`config.mk`:
```
export PLATFORM = sky130hd
export DESIGN_NAME = touch_stroke_gesture_detector
export DESIGN_NICKNAME = d
export VERILOG_FILES = /design/src/hw/rtl/tsgd_pkg.sv /design/src/hw/rtl/tsgd_cfg.sv /design/src/hw/rtl/tsgd_core.sv /design/src/hw/rtl/touch_stroke_gesture_detector.sv
export SDC_FILE = /design/constraint.sdc
export NUM_CORES = 2
export LEC_CHECK = 0
export BUFFER_PORTS_ARGS = -buffer_cell sky130_fd_sc_hd__buf_4
export CORE_MARGIN = 4
export CORE_UTILIZATION = 59
export DETAILED_ROUTE_END_ITERATION = 12
export PLACE_DENSITY = 0.85
export SLEW_MARGIN = 25
export SYNTH_ARGS = -nofsm -noshare
export SYNTH_HDL_FRONTEND = slang
export SYNTH_SLANG_ARGS = --single-unit
```
`constraint.sdc`:
```
create_clock -name clk -period 9.8 [get_ports clk]
set_input_delay 1.47 -clock clk [delete_from_list [all_inputs] [get_ports clk]]
set_output_delay 1.47 -clock clk [all_outputs]
set_load 0.01 [all_outputs]
```
`src/hw/rtl/tsgd_pkg.sv`:
```
// Shared types, codes and reset values for the touch stroke gesture detector.
// Holds the gesture state update helpers used by the core. No dependencies.
`timescale 1ns / 1ps

package tsgd_pkg;

	localparam int STAGE_WIDTH_DEF  = 192;
	localparam int STAGE_HEIGHT_DEF = 192;

	// action codes
	localparam logic [2:0] ACT_PRESS   = 3'd0;
	localparam logic [2:0] ACT_SAMPLE  = 3'd1;
	localparam logic [2:0] ACT_RELEASE = 3'd2;
	localparam logic [2:0] ACT_POLL    = 3'd3;
	localparam logic [2:0] ACT_CANCEL  = 3'd4;
	localparam logic [2:0] ACT_PREEMPT = 3'd5;

	// gesture phases
	localparam logic [1:0] PH_IDLE   = 2'd0;
	localparam logic [1:0] PH_CAND   = 2'd1;
	localparam logic [1:0] PH_STROKE = 2'd2;
	localparam logic [1:0] PH_REL    = 2'd3;

	// reported events
	localparam logic [1:0] EV_NONE   = 2'd0;
	localparam logic [1:0] EV_START  = 2'd1;
	localparam logic [1:0] EV_END    = 2'd2;
	localparam logic [1:0] EV_CANCEL = 2'd3;

	// register indexes
	localparam logic [2:0] REG_HEAD_BOX       = 3'd0;
	localparam logic [2:0] REG_SAMPLE_PERIOD  = 3'd1;
	localparam logic [2:0] REG_DWELL_TIME     = 3'd2;
	localparam logic [2:0] REG_GENTLE_TIME    = 3'd3;
	localparam logic [2:0] REG_RELEASE_TIME   = 3'd4;
	localparam logic [2:0] REG_LEAVE_TIME     = 3'd5;
	localparam logic [2:0] REG_DIST_LIMITS    = 3'd6;
	localparam logic [2:0] REG_INSIDE_PERCENT = 3'd7;

	// register reset values
	localparam logic [31:0] HEAD_BOX_RST       = 32'd1611307558;
	localparam logic [15:0] SAMPLE_PERIOD_RST  = 16'd100;
	localparam logic [15:0] DWELL_TIME_RST     = 16'd650;
	localparam logic [15:0] GENTLE_TIME_RST    = 16'd350;
	localparam logic [15:0] RELEASE_TIME_RST   = 16'd150;
	localparam logic [15:0] LEAVE_TIME_RST     = 16'd250;
	localparam logic [63:0] DIST_LIMITS_RST    = 64'd22518685332406284;
	localparam logic [6:0]  INSIDE_PERCENT_RST = 7'd70;

	localparam logic [6:0]  PCT_FULL = 7'd100;

	typedef struct packed {
		logic [7:0]  left;
		logic [7:0]  right;
		logic [7:0]  top;
		logic [7:0]  bottom;
		logic [15:0] sample_period;
		logic [15:0] dwell_time;
		logic [15:0] gentle_time;
		logic [15:0] release_time;
		logic [15:0] leave_time;
		logic [15:0] stat_max;
		logic [15:0] gentle_min;
		logic [15:0] gentle_max;
		logic [15:0] step_max;
		logic [6:0]  inside_pct;
	} cfg_t;

	typedef struct packed {
		logic [1:0]         phase;
		logic               consumed;
		logic               outside;
		logic signed [15:0] last_x;
		logic signed [15:0] last_y;
		logic [31:0]        start_mark;
		logic [31:0]        sample_mark;
		logic [31:0]        outside_mark;
		logic [31:0]        release_mark;
		logic [31:0]        path_length;
		logic [15:0]        sample_total;
		logic [15:0]        inside_total;
	} st_t;

	typedef struct packed {
		st_t        st;
		logic [1:0] ev;
	} step_t;

	// end the gesture: idle, consumed set as given, outside cleared, rest kept
	function automatic step_t finish(st_t st, logic was_consumed);
		step_t r;
		r.st          = st;
		r.st.phase    = PH_IDLE;
		r.st.consumed = was_consumed;
		r.st.outside  = 1'b0;
		r.ev          = was_consumed ? EV_END : EV_CANCEL;
		return r;
	endfunction

	// timed checks of a poll tick; caller has already checked the configuration
	function automatic step_t poll(st_t st, cfg_t c, logic [31:0] now);
		step_t       r;
		logic [31:0] el;
		logic [22:0] lhs;
		logic [22:0] rhs;
		logic        ratio;
		logic        still;
		logic        gentle;
		r     = '{st: st, ev: EV_NONE};
		el    = now - st.start_mark;
		lhs   = 23'(st.sample_total) * 23'(c.inside_pct);
		rhs   = 23'(st.inside_total) * 23'(PCT_FULL);
		ratio = (st.sample_total != 16'd0) && (lhs <= rhs);
		still = (32'(c.dwell_time) <= el) && (st.path_length <= 32'(c.stat_max))
			&& !st.outside;
		gentle = (32'(c.gentle_time) <= el) && (32'(c.gentle_min) <= st.path_length)
			&& (st.path_length <= 32'(c.gentle_max)) && !st.outside && ratio;
		if (st.phase == PH_CAND) begin
			if (still || gentle) begin
				r.st.phase    = PH_STROKE;
				r.st.consumed = 1'b1;
				r.ev          = EV_START;
			end
		end else if (st.phase == PH_STROKE) begin
			if (st.outside && (32'(c.leave_time) <= (now - st.outside_mark)))
				r = finish(st, 1'b1);
		end else if (st.phase == PH_REL) begin
			if (32'(c.release_time) <= (now - st.release_mark))
				r = finish(st, 1'b1);
		end
		return r;
	endfunction

endpackage

```
`src/hw/rtl/tsgd_cfg.sv`:
```
// Configuration register bank and validity check for the stroke detector.
// Depends on tsgd_pkg for register indexes, reset values and cfg_t.
`timescale 1ns / 1ps

module tsgd_cfg
	import tsgd_pkg::*;
#(
	parameter int STAGE_WIDTH  = STAGE_WIDTH_DEF,
	parameter int STAGE_HEIGHT = STAGE_HEIGHT_DEF
) (
	input  logic        clk,
	input  logic        arst_n,
	input  logic        cfg_valid,
	output logic        cfg_ready,
	input  logic [2:0]  cfg_index,
	input  logic [63:0] cfg_data,
	output cfg_t        cfg,
	output logic        cfg_ok
);

	logic [31:0] head_box_q;
	logic [15:0] sample_period_q;
	logic [15:0] dwell_time_q;
	logic [15:0] gentle_time_q;
	logic [15:0] release_time_q;
	logic [15:0] leave_time_q;
	logic [63:0] dist_limits_q;
	logic [6:0]  inside_pct_q;

	assign cfg_ready = 1'b1;

	always_ff @(posedge clk or negedge arst_n) begin
		if (!arst_n) begin
			head_box_q      <= HEAD_BOX_RST;
			sample_period_q <= SAMPLE_PERIOD_RST;
			dwell_time_q    <= DWELL_TIME_RST;
			gentle_time_q   <= GENTLE_TIME_RST;
			release_time_q  <= RELEASE_TIME_RST;
			leave_time_q    <= LEAVE_TIME_RST;
			dist_limits_q   <= DIST_LIMITS_RST;
			inside_pct_q    <= INSIDE_PERCENT_RST;
		end else if (cfg_valid && cfg_ready) begin
			unique case (cfg_index)
				REG_HEAD_BOX:       head_box_q      <= cfg_data[31:0];
				REG_SAMPLE_PERIOD:  sample_period_q <= cfg_data[15:0];
				REG_DWELL_TIME:     dwell_time_q    <= cfg_data[15:0];
				REG_GENTLE_TIME:    gentle_time_q   <= cfg_data[15:0];
				REG_RELEASE_TIME:   release_time_q  <= cfg_data[15:0];
				REG_LEAVE_TIME:     leave_time_q    <= cfg_data[15:0];
				REG_DIST_LIMITS:    dist_limits_q   <= cfg_data;
				REG_INSIDE_PERCENT: inside_pct_q    <= cfg_data[6:0];
				default: ;
			endcase
		end
	end

	always_comb begin
		cfg.left          = head_box_q[7:0];
		cfg.right         = head_box_q[15:8];
		cfg.top           = head_box_q[23:16];
		cfg.bottom        = head_box_q[31:24];
		cfg.sample_period = sample_period_q;
		cfg.dwell_time    = dwell_time_q;
		cfg.gentle_time   = gentle_time_q;
		cfg.release_time  = release_time_q;
		cfg.leave_time    = leave_time_q;
		cfg.stat_max      = dist_limits_q[15:0];
		cfg.gentle_min    = dist_limits_q[31:16];
		cfg.gentle_max    = dist_limits_q[47:32];
		cfg.step_max      = dist_limits_q[63:48];
		cfg.inside_pct    = inside_pct_q;
	end

	// box in stage and ordered, timers nonzero, gentle min<=max, pct<=100
	assign cfg_ok = ({1'b0, head_box_q[15:8]} < 9'(STAGE_WIDTH))
		&& ({1'b0, head_box_q[31:24]} < 9'(STAGE_HEIGHT))
		&& (head_box_q[15:8] >= head_box_q[7:0])
		&& (head_box_q[31:24] >= head_box_q[23:16])
		&& (sample_period_q != 16'd0) && (dwell_time_q != 16'd0)
		&& (gentle_time_q != 16'd0) && (release_time_q != 16'd0)
		&& (leave_time_q != 16'd0)
		&& (dist_limits_q[47:32] >= dist_limits_q[31:16])
		&& (inside_pct_q <= PCT_FULL);

endmodule

```
`src/hw/rtl/tsgd_core.sv`:
```
// Gesture state machine with input and result registers.
// Depends on tsgd_pkg for codes, cfg_t, st_t and the poll/finish helpers.
`timescale 1ns / 1ps

module tsgd_core
	import tsgd_pkg::*;
#(
	parameter int STAGE_WIDTH  = STAGE_WIDTH_DEF,
	parameter int STAGE_HEIGHT = STAGE_HEIGHT_DEF
) (
	input  logic        clk,
	input  logic        arst_n,
	input  cfg_t        cfg,
	input  logic        cfg_ok,
	input  logic        s_axis_tvalid,
	output logic        s_axis_tready,
	input  logic [63:0] s_axis_tdata,  // pos_x, pos_y, now_ms
	input  logic [2:0]  s_axis_tuser,  // action
	output logic        m_axis_tvalid,
	input  logic        m_axis_tready,
	output logic [7:0]  m_axis_tdata   // event_res, press_accepted, phase_out, consumed
);

	logic               in_valid_s1;
	logic [2:0]         act_s1;
	logic signed [15:0] x_s1;
	logic signed [15:0] y_s1;
	logic [31:0]        now_s1;

	logic               out_valid_s2;
	logic [1:0]         ev_s2;
	logic               acc_s2;
	logic [1:0]         phase_s2;
	logic               cons_s2;

	st_t                state_q;
	step_t              res;
	logic               acc;
	logic               advance;

	logic               in_stage;
	logic               in_head;
	logic signed [16:0] dx_s;
	logic signed [16:0] dy_s;
	logic [15:0]        adx;
	logic [15:0]        ady;
	logic [16:0]        step_d;
	logic [32:0]        psum;
	st_t                upd;

	assign advance       = in_valid_s1 && (!out_valid_s2 || m_axis_tready);
	assign s_axis_tready = !in_valid_s1 || advance;

	always_ff @(posedge clk or negedge arst_n) begin
		if (!arst_n)
			in_valid_s1 <= 1'b0;
		else if (s_axis_tready)
			in_valid_s1 <= s_axis_tvalid;
	end

	always_ff @(posedge clk) begin
		if (s_axis_tready && s_axis_tvalid) begin
			act_s1 <= s_axis_tuser;
			x_s1   <= s_axis_tdata[15:0];
			y_s1   <= s_axis_tdata[31:16];
			now_s1 <= s_axis_tdata[63:32];
		end
	end

	assign in_stage = !x_s1[15] && !y_s1[15]
		&& ({1'b0, x_s1} < 17'(STAGE_WIDTH)) && ({1'b0, y_s1} < 17'(STAGE_HEIGHT));
	assign in_head = in_stage
		&& (16'(cfg.left) <= x_s1) && (x_s1 <= 16'(cfg.right))
		&& (16'(cfg.top) <= y_s1) && (y_s1 <= 16'(cfg.bottom));

	assign dx_s   = 17'(x_s1) - 17'(state_q.last_x);
	assign dy_s   = 17'(y_s1) - 17'(state_q.last_y);
	assign adx    = dx_s[16] ? 16'(-dx_s) : 16'(dx_s);
	assign ady    = dy_s[16] ? 16'(-dy_s) : 16'(dy_s);
	assign step_d = {1'b0, adx} + {1'b0, ady};
	assign psum   = {1'b0, state_q.path_length} + 33'(step_d);

	// state after an accepted motion sample, before the end and poll checks
	always_comb begin
		upd             = state_q;
		upd.last_x      = x_s1;
		upd.last_y      = y_s1;
		upd.sample_mark = now_s1;
		upd.path_length = psum[32] ? 32'hFFFF_FFFF : psum[31:0];
		if (state_q.sample_total != 16'hFFFF)
			upd.sample_total = state_q.sample_total + 16'd1;
		if (in_head) begin
			if (state_q.inside_total != 16'hFFFF)
				upd.inside_total = state_q.inside_total + 16'd1;
			upd.outside = 1'b0;
		end else if (!state_q.outside) begin
			upd.outside      = 1'b1;
			upd.outside_mark = now_s1;
		end
	end

	always_comb begin
		res = '{st: state_q, ev: EV_NONE};
		acc = 1'b0;
		unique case (act_s1)
			ACT_PRESS: begin
				if (cfg_ok) begin
					res.st = '0;
					if (in_head) begin
						res.st.phase        = PH_CAND;
						res.st.last_x       = x_s1;
						res.st.last_y       = y_s1;
						res.st.start_mark   = now_s1;
						res.st.sample_mark  = now_s1;
						res.st.sample_total = 16'd1;
						res.st.inside_total = 16'd1;
						acc                 = 1'b1;
					end
				end
			end
			ACT_SAMPLE: begin
				if (cfg_ok && (state_q.phase == PH_CAND || state_q.phase == PH_STROKE)) begin
					if (!in_stage)
						res = finish(state_q, state_q.phase == PH_STROKE);
					else if (32'(cfg.sample_period) > (now_s1 - state_q.sample_mark))
						res = poll(state_q, cfg, now_s1);
					else if (state_q.phase == PH_CAND && ((17'(cfg.step_max) < step_d)
						|| (32'(cfg.gentle_max) < upd.path_length)))
						res = finish(upd, 1'b0);
					else if (state_q.phase == PH_STROKE && (17'(cfg.step_max) < step_d))
						res = finish(upd, 1'b1);
					else
						res = poll(upd, cfg, now_s1);
				end
			end
			ACT_RELEASE: begin
				if (state_q.phase == PH_CAND) begin
					res    = finish(state_q, 1'b0);
					res.ev = EV_NONE;
				end else if (state_q.phase == PH_STROKE) begin
					res.st.phase        = PH_REL;
					res.st.release_mark = now_s1;
					res.st.consumed     = 1'b1;
				end
			end
			ACT_POLL: begin
				if (cfg_ok)
					res = poll(state_q, cfg, now_s1);
			end
			ACT_CANCEL: begin
				if (state_q.phase != PH_IDLE)
					res = finish(state_q, state_q.phase == PH_STROKE
						|| state_q.phase == PH_REL || state_q.consumed);
			end
			ACT_PREEMPT: begin
				if (state_q.phase != PH_IDLE)
					res = finish(state_q, 1'b1);
			end
			default: ;
		endcase
	end

	always_ff @(posedge clk or negedge arst_n) begin
		if (!arst_n)
			state_q <= '0;
		else if (advance)
			state_q <= res.st;
	end

	always_ff @(posedge clk or negedge arst_n) begin
		if (!arst_n)
			out_valid_s2 <= 1'b0;
		else if (advance)
			out_valid_s2 <= 1'b1;
		else if (m_axis_tready)
			out_valid_s2 <= 1'b0;
	end

	always_ff @(posedge clk) begin
		if (advance) begin
			ev_s2    <= res.ev;
			acc_s2   <= acc;
			phase_s2 <= res.st.phase;
			cons_s2  <= res.st.consumed;
		end
	end

	assign m_axis_tvalid = out_valid_s2;
	assign m_axis_tdata  = {2'b00, cons_s2, phase_s2, acc_s2, ev_s2};

	a_start_strokes: assert property (@(posedge clk) disable iff (!arst_n)
		out_valid_s2 && ev_s2 == EV_START |-> phase_s2 == PH_STROKE && cons_s2)
		else $error("start event without stroking phase");

	a_end_idle: assert property (@(posedge clk) disable iff (!arst_n)
		out_valid_s2 && (ev_s2 == EV_END || ev_s2 == EV_CANCEL) |-> phase_s2 == PH_IDLE)
		else $error("end event left phase active");

	a_press_cand: assert property (@(posedge clk) disable iff (!arst_n)
		out_valid_s2 && acc_s2 |-> phase_s2 == PH_CAND && ev_s2 == EV_NONE)
		else $error("accepted press without candidate phase");

	a_ready_free: assert property (@(posedge clk) disable iff (!arst_n)
		!out_valid_s2 |-> s_axis_tready)
		else $error("input stalled with empty result register");

	a_state_hold: assert property (@(posedge clk) disable iff (!arst_n)
		!advance |=> $stable(state_q))
		else $error("state changed without a transaction");

endmodule

```
`src/hw/rtl/touch_stroke_gesture_detector.sv`:
```
// Touch stroke gesture detector: top level tying configuration bank and core.
// Depends on tsgd_pkg, tsgd_cfg and tsgd_core.
// Path: input register, one pass of compare/add logic, then the result register.
// Throughput: one item per cycle while m_axis_tready stays high; a stalled result
// holds both registers and, while the input register holds a transaction, drops
// s_axis_tready in the same cycle.
// Reset: arst_n clears the gesture state to idle and loads register defaults.
`timescale 1ns / 1ps

module touch_stroke_gesture_detector
	import tsgd_pkg::*;
#(
	parameter int STAGE_WIDTH  = STAGE_WIDTH_DEF,   // stage width in pixels, 1..256
	parameter int STAGE_HEIGHT = STAGE_HEIGHT_DEF   // stage height in pixels, 1..256
) (
	input  logic        clk,
	input  logic        arst_n,
	// configuration write channel
	input  logic        cfg_valid,
	output logic        cfg_ready,
	input  logic [2:0]  cfg_index,
	input  logic [63:0] cfg_data,
	// touch events in
	input  logic        s_axis_tvalid,
	output logic        s_axis_tready,
	input  logic [63:0] s_axis_tdata,  // [15:0] pos_x, [31:16] pos_y, [63:32] now_ms
	input  logic [2:0]  s_axis_tuser,  // [2:0] action
	// one result per event out
	output logic        m_axis_tvalid,
	input  logic        m_axis_tready,
	output logic [7:0]  m_axis_tdata   // [1:0] event_res, [2] press_accepted,
	                                   // [4:3] phase_out, [5] consumed, [7:6] zero
);

	cfg_t cfg;
	logic cfg_ok;

	// Hold the register bank; validity is decoded combinationally so a press
	// right after a write sees the new configuration.
	tsgd_cfg #(
		.STAGE_WIDTH  (STAGE_WIDTH),
		.STAGE_HEIGHT (STAGE_HEIGHT)
	) u_cfg (
		.clk       (clk),
		.arst_n    (arst_n),
		.cfg_valid (cfg_valid),
		.cfg_ready (cfg_ready),
		.cfg_index (cfg_index),
		.cfg_data  (cfg_data),
		.cfg       (cfg),
		.cfg_ok    (cfg_ok)
	);

	// Advance the gesture state once per transaction that moves from the
	// input register into the result register.
	tsgd_core #(
		.STAGE_WIDTH  (STAGE_WIDTH),
		.STAGE_HEIGHT (STAGE_HEIGHT)
	) u_core (
		.clk           (clk),
		.arst_n        (arst_n),
		.cfg           (cfg),
		.cfg_ok        (cfg_ok),
		.s_axis_tvalid (s_axis_tvalid),
		.s_axis_tready (s_axis_tready),
		.s_axis_tdata  (s_axis_tdata),
		.s_axis_tuser  (s_axis_tuser),
		.m_axis_tvalid (m_axis_tvalid),
		.m_axis_tready (m_axis_tready),
		.m_axis_tdata  (m_axis_tdata)
	);

endmodule

```
==> impl_summary.txt <==
----------------------------------------------------
[Critical path]
  Number of cells on the worst reg-to-reg path ... 53
  Source of the worst register-to-register timing path ... u_core.y_s1[0]
  Critical Setup Path Class ... reg -> reg
  Most frequent cell on the critical path ... sky130_fd_sc_hd__a21oi_2
  Slowest-stage cell, CP ... sky130_fd_sc_hd__or3_1
  Capturing element type of the critical path ... flop
  Setup slack of the worst register-to-register path ... 390 ps
  Crit path max fanout ... 5
  CP required ... ~10000 ps
  Capture instance of the worst register-to-register path ... u_core.cons_s2
  Largest stage delay, worst path ... 430 ps
  Crit path DAT ... between 9000 and 10000 ps
  Crit path launch type ... flop

[Timing]
  Fin crit period ... between 9000 and 10000 ps
  Max-slew violations ... 0
  Smallest hold slack ... 480 ps
  Worst path setup slack after routing ... between 300 and 400 ps
  Final worst path period share ... between 90% and 100%
  Tightest Pin Transition ... roughly 1100 ps
  Worst clock skew on the final layout ... 26.9 ps
  Hold Violations, Final ... 0
  Normalized max-slew margin ... between 20 and 30%
  Fmax ... around 110 MHz
  Final setup fails ... 0

[Yosys]
  Cells taking the most area after synthesis ... sky130_fd_sc_hd__dfrtp_1 (18%), sky130_fd_sc_hd__ha_1 (18%), sky130_fd_sc_hd__fa_1 (6.8%), sky130_fd_sc_hd__inv_1 (5.0%), sky130_fd_sc_hd__edfxtp_1 (4.4%)
  Cell taking the most area after synthesis ... sky130_fd_sc_hd__dfrtp_1
  Number of warning messages in the yosys log ... 0
  Seq/Total Area, Yosys ... between 20% and 30%
  Mean cell area of the mapped netlist ... 8.76 sq um
  Fraction of synthesized cell area taken by the top area cell type ... a little under a fifth
  Count of mapped cells out of synthesis ... approximately 5700
  Post-synth design cell area ... between 40000 and 50000 sq um
  Count of different cell masters after synthesis ... 96
  Synthesis-stage register bit count ... about 500
  Share of flip-flops with an asynchronous set or reset after synthesis ... between 80 and 90%
  Post-synth EDFFs ... 73
  Most used flip-flop cell after synthesis ... sky130_fd_sc_hd__dfrtp_1

[Route]
  Detailed-route DRC error count ... 0
  1st-iter DRT viols ... roughly 4300
  Routed wire length ... approximately 150000 um
  Total via count in the routed design ... 44800
  Length of the first detailed-routing pass in iterations ... 9
  Post-detailed-route wirelength per cell ... approximately 21 um
  Post-detailed-route via-to-cell ratio ... about 6.3
  Number of antenna-violating nets in the routed design ... 0

[Min path]
  Endpoint with the worst hold slack ... u_core.state_q[89]
  Startpoint of the most critical hold path ... u_core.state_q[89]
  Cell count of the worst hold path ... 2
  Type of the worst min-delay path ... reg -> reg

[Final layout]
  Number of nets at the end of the flow ... 6969
  Area growth from synthesis to final layout ... 11.5%
  Most frequent cells in the layout ... sky130_fd_sc_hd__ha_1 (725), sky130_fd_sc_hd__inv_1 (668), sky130_fd_sc_hd__nand2_1 (497)
  Leading cell type in the layout, fill and taps excluded ... sky130_fd_sc_hd__ha_1
  Sequential cell area ... 12600 sq um
  Multi-input combinational cell area ... around 35000 sq um
  Fraction of the core area covered by cells at the end of the flow ... 66.5%
  Layout cells sized above 1 ... ~13%
  FILL cells ... between 6000 and 7000

[Die]
  Top-Level Pins ... 150
  Horiz. Die Dim ... 299 um
  Number of placement rows ... about 110
  Initial core utilization ... between 50 and 60%
  Floorplan die area ... 89400 sq um
  Standard cell core area ... 83800 sq um
  Die Height ... 299 um

[Global routing]
  Via count of the first global-routing pass ... 44600
  Global-route total usage across every layer ... ~32%
  Number of antenna violations at the first check in global routing ... 11
  Overflow after GRT ... 0
  Maximum number of pins on one net before global-route repair ... about 170
  Wire length of the first global-routing pass ... 236000 um

[Placement]
  Global placement routability congestion ... about 0.98
  Half-perimeter wire length after placement ... roughly 110000 um
  Post-placement worst setup slack ... -432 ps
  Input/output buffers ... between 100 and 150

[Clock network]
  Number of clock buffers inserted by TritonCTS ... 55
  Worst-skew pair later-pin latency ... between 600 and 700 ps
  Htree depth ... 2
  Clock net sink count ... 486
  Clk slew on worst S/H paths ... approximately 70 ps
  Root buffer selected by CTS ... sky130_fd_sc_hd__clkbuf_16
  Quantity of hold-fixing buffers added after cts ... 0
  TritonCTS clock tree ... yes
  Buffers from clock root to sink, at most ... 3

[Job]
  # Max-Cap Violations ... 0

[Status]
  Outcome ... finished clean

----------------------------------------------------
## worst max-delay path: cells and delay by family, from the launching register on
family / cells / cell delay, ps
AO/OA/AOI/OAI: 30 / 4520
AND/OR/NAND/NOR: 11 / 1810
adder cells (fa/ha/maj): 5 / 1410
buffers and inverters: 5 / 630
flip-flops: 1 / 350
multiplexers: 1 / 290
XOR/XNOR: 1 / 130
## metal layers
metal  vias to the layer above  GRT usage [%]  wire length, um
li1                      20700              -                -
met1                     21600           41.3            59400
met2                      1951           54.6            69900
met3                       470           4.74            11700
met4                         2           15.7             8160
met5                         -              0               12
## layout make-up
| class | instances | area share [%] |
|---|---|---|
| repair buffers | 356 | 4.92 |
| well taps | 1134 | 2.55 |
| diodes | 5 | 0.0224 |
| clock buffers | 72 | 2.81 |
| flip-flops and latches | 486 | 22.6 |
| clock inverters | 32 | 0.696 |
| inverters | 671 | 4.52 |
| multi-input cells | 4363 | 61.9 |
## synthesized netlist by cell type (all sizes together), types with 29 or more instances
master / number
a211oi: 45
a21boi: 30
a21o: 136
a21oi: 345
a22o: 81
a31oi: 39
and2: 93
buf: 44
clkbuf: 143
dfrtp: 368
dfstp: 45
edfxtp: 73
fa: 169
ha: 728
inv: 670
mux2: 159
mux2i: 52
nand2: 497
nand2b: 80
nand3: 139
nand4: 108
nor2: 297
nor2b: 63
nor3: 78
nor4: 59
o211ai: 47
o21a: 46
o21ai: 378
o21bai: 34
o31ai: 29
or3: 60
xnor2: 172
xor2: 85
## kinds of logic after synthesis
family | share of synthesized area (%)
AND/OR/NAND/NOR | 15.8
AO/OA/AOI/OAI | 18.2
XOR/XNOR | 4.50
other | 0.0150
adder cells (fa/ha/maj) | 25.0
buffers and inverters | 6.63
multiplexers | 4.62
flip-flops | 25.2
## worst max-delay path by stage
stage	from	endpoint	slack (ps)	depth (start not counted)
5_1_grt	u_core.y_s1[0]	u_core.cons_s2	-150	54
4_1_cts	u_core.y_s1[1]	u_core.cons_s2	8	48
6_report	u_core.y_s1[0]	u_core.cons_s2	390	53
2_1_floorplan	u_core.x_s1[0]	u_core.cons_s2	440	52
3_5_place_dp	u_core.x_s1[0]	u_core.cons_s2	-430	53
3_3_place_gp	u_core.x_s1[0]	u_core.cons_s2	-40	53
## flip-flops by register name, summed over array words and instances, names as in the netlist, 3 cells and up
| register | cells |
|---|---|
| u_cfg.inside_pct_q | 7 |
| u_cfg.dist_limits_q | 64 |
| u_cfg.release_time_q | 16 |
| u_core.x_s1 | 16 |
| u_core.y_s1 | 16 |
| u_cfg.head_box_q | 32 |
| u_cfg.gentle_time_q | 16 |
| u_core.now_s1 | 32 |
| u_core.state_q | 228 |
| u_cfg.leave_time_q | 16 |
| u_cfg.sample_period_q | 16 |
| u_cfg.dwell_time_q | 16 |
| u_core.act_s1 | 3 |
## stage by stage
| stage | cell area [sq um] | TNS [ps] | instances |
|---|---|---|---|
| after detailed placement | 53300 | -2210 | 6993 |
| after CTS | 55300 | 0 | 7098 |
| after global routing | 55700 | -577 | 7117 |
| final | 55700 | 0 | 7119 |
| after global placement | 53300 | -42.7 | 6993 |
| after floorplan | 50000 | 0 | 5707 |
## timing repair
action / in CTS / in global routing
resized for setup: 18 / 83
buffers inserted: 1 / 15
cloned: 0 / 0
pin swaps: 7 / 44
endpoints found under the setup margin: 8 / 9
Power is not shown: default switching activity piles up to over one toggle a cycle in this logic, so the estimate is an artifact.
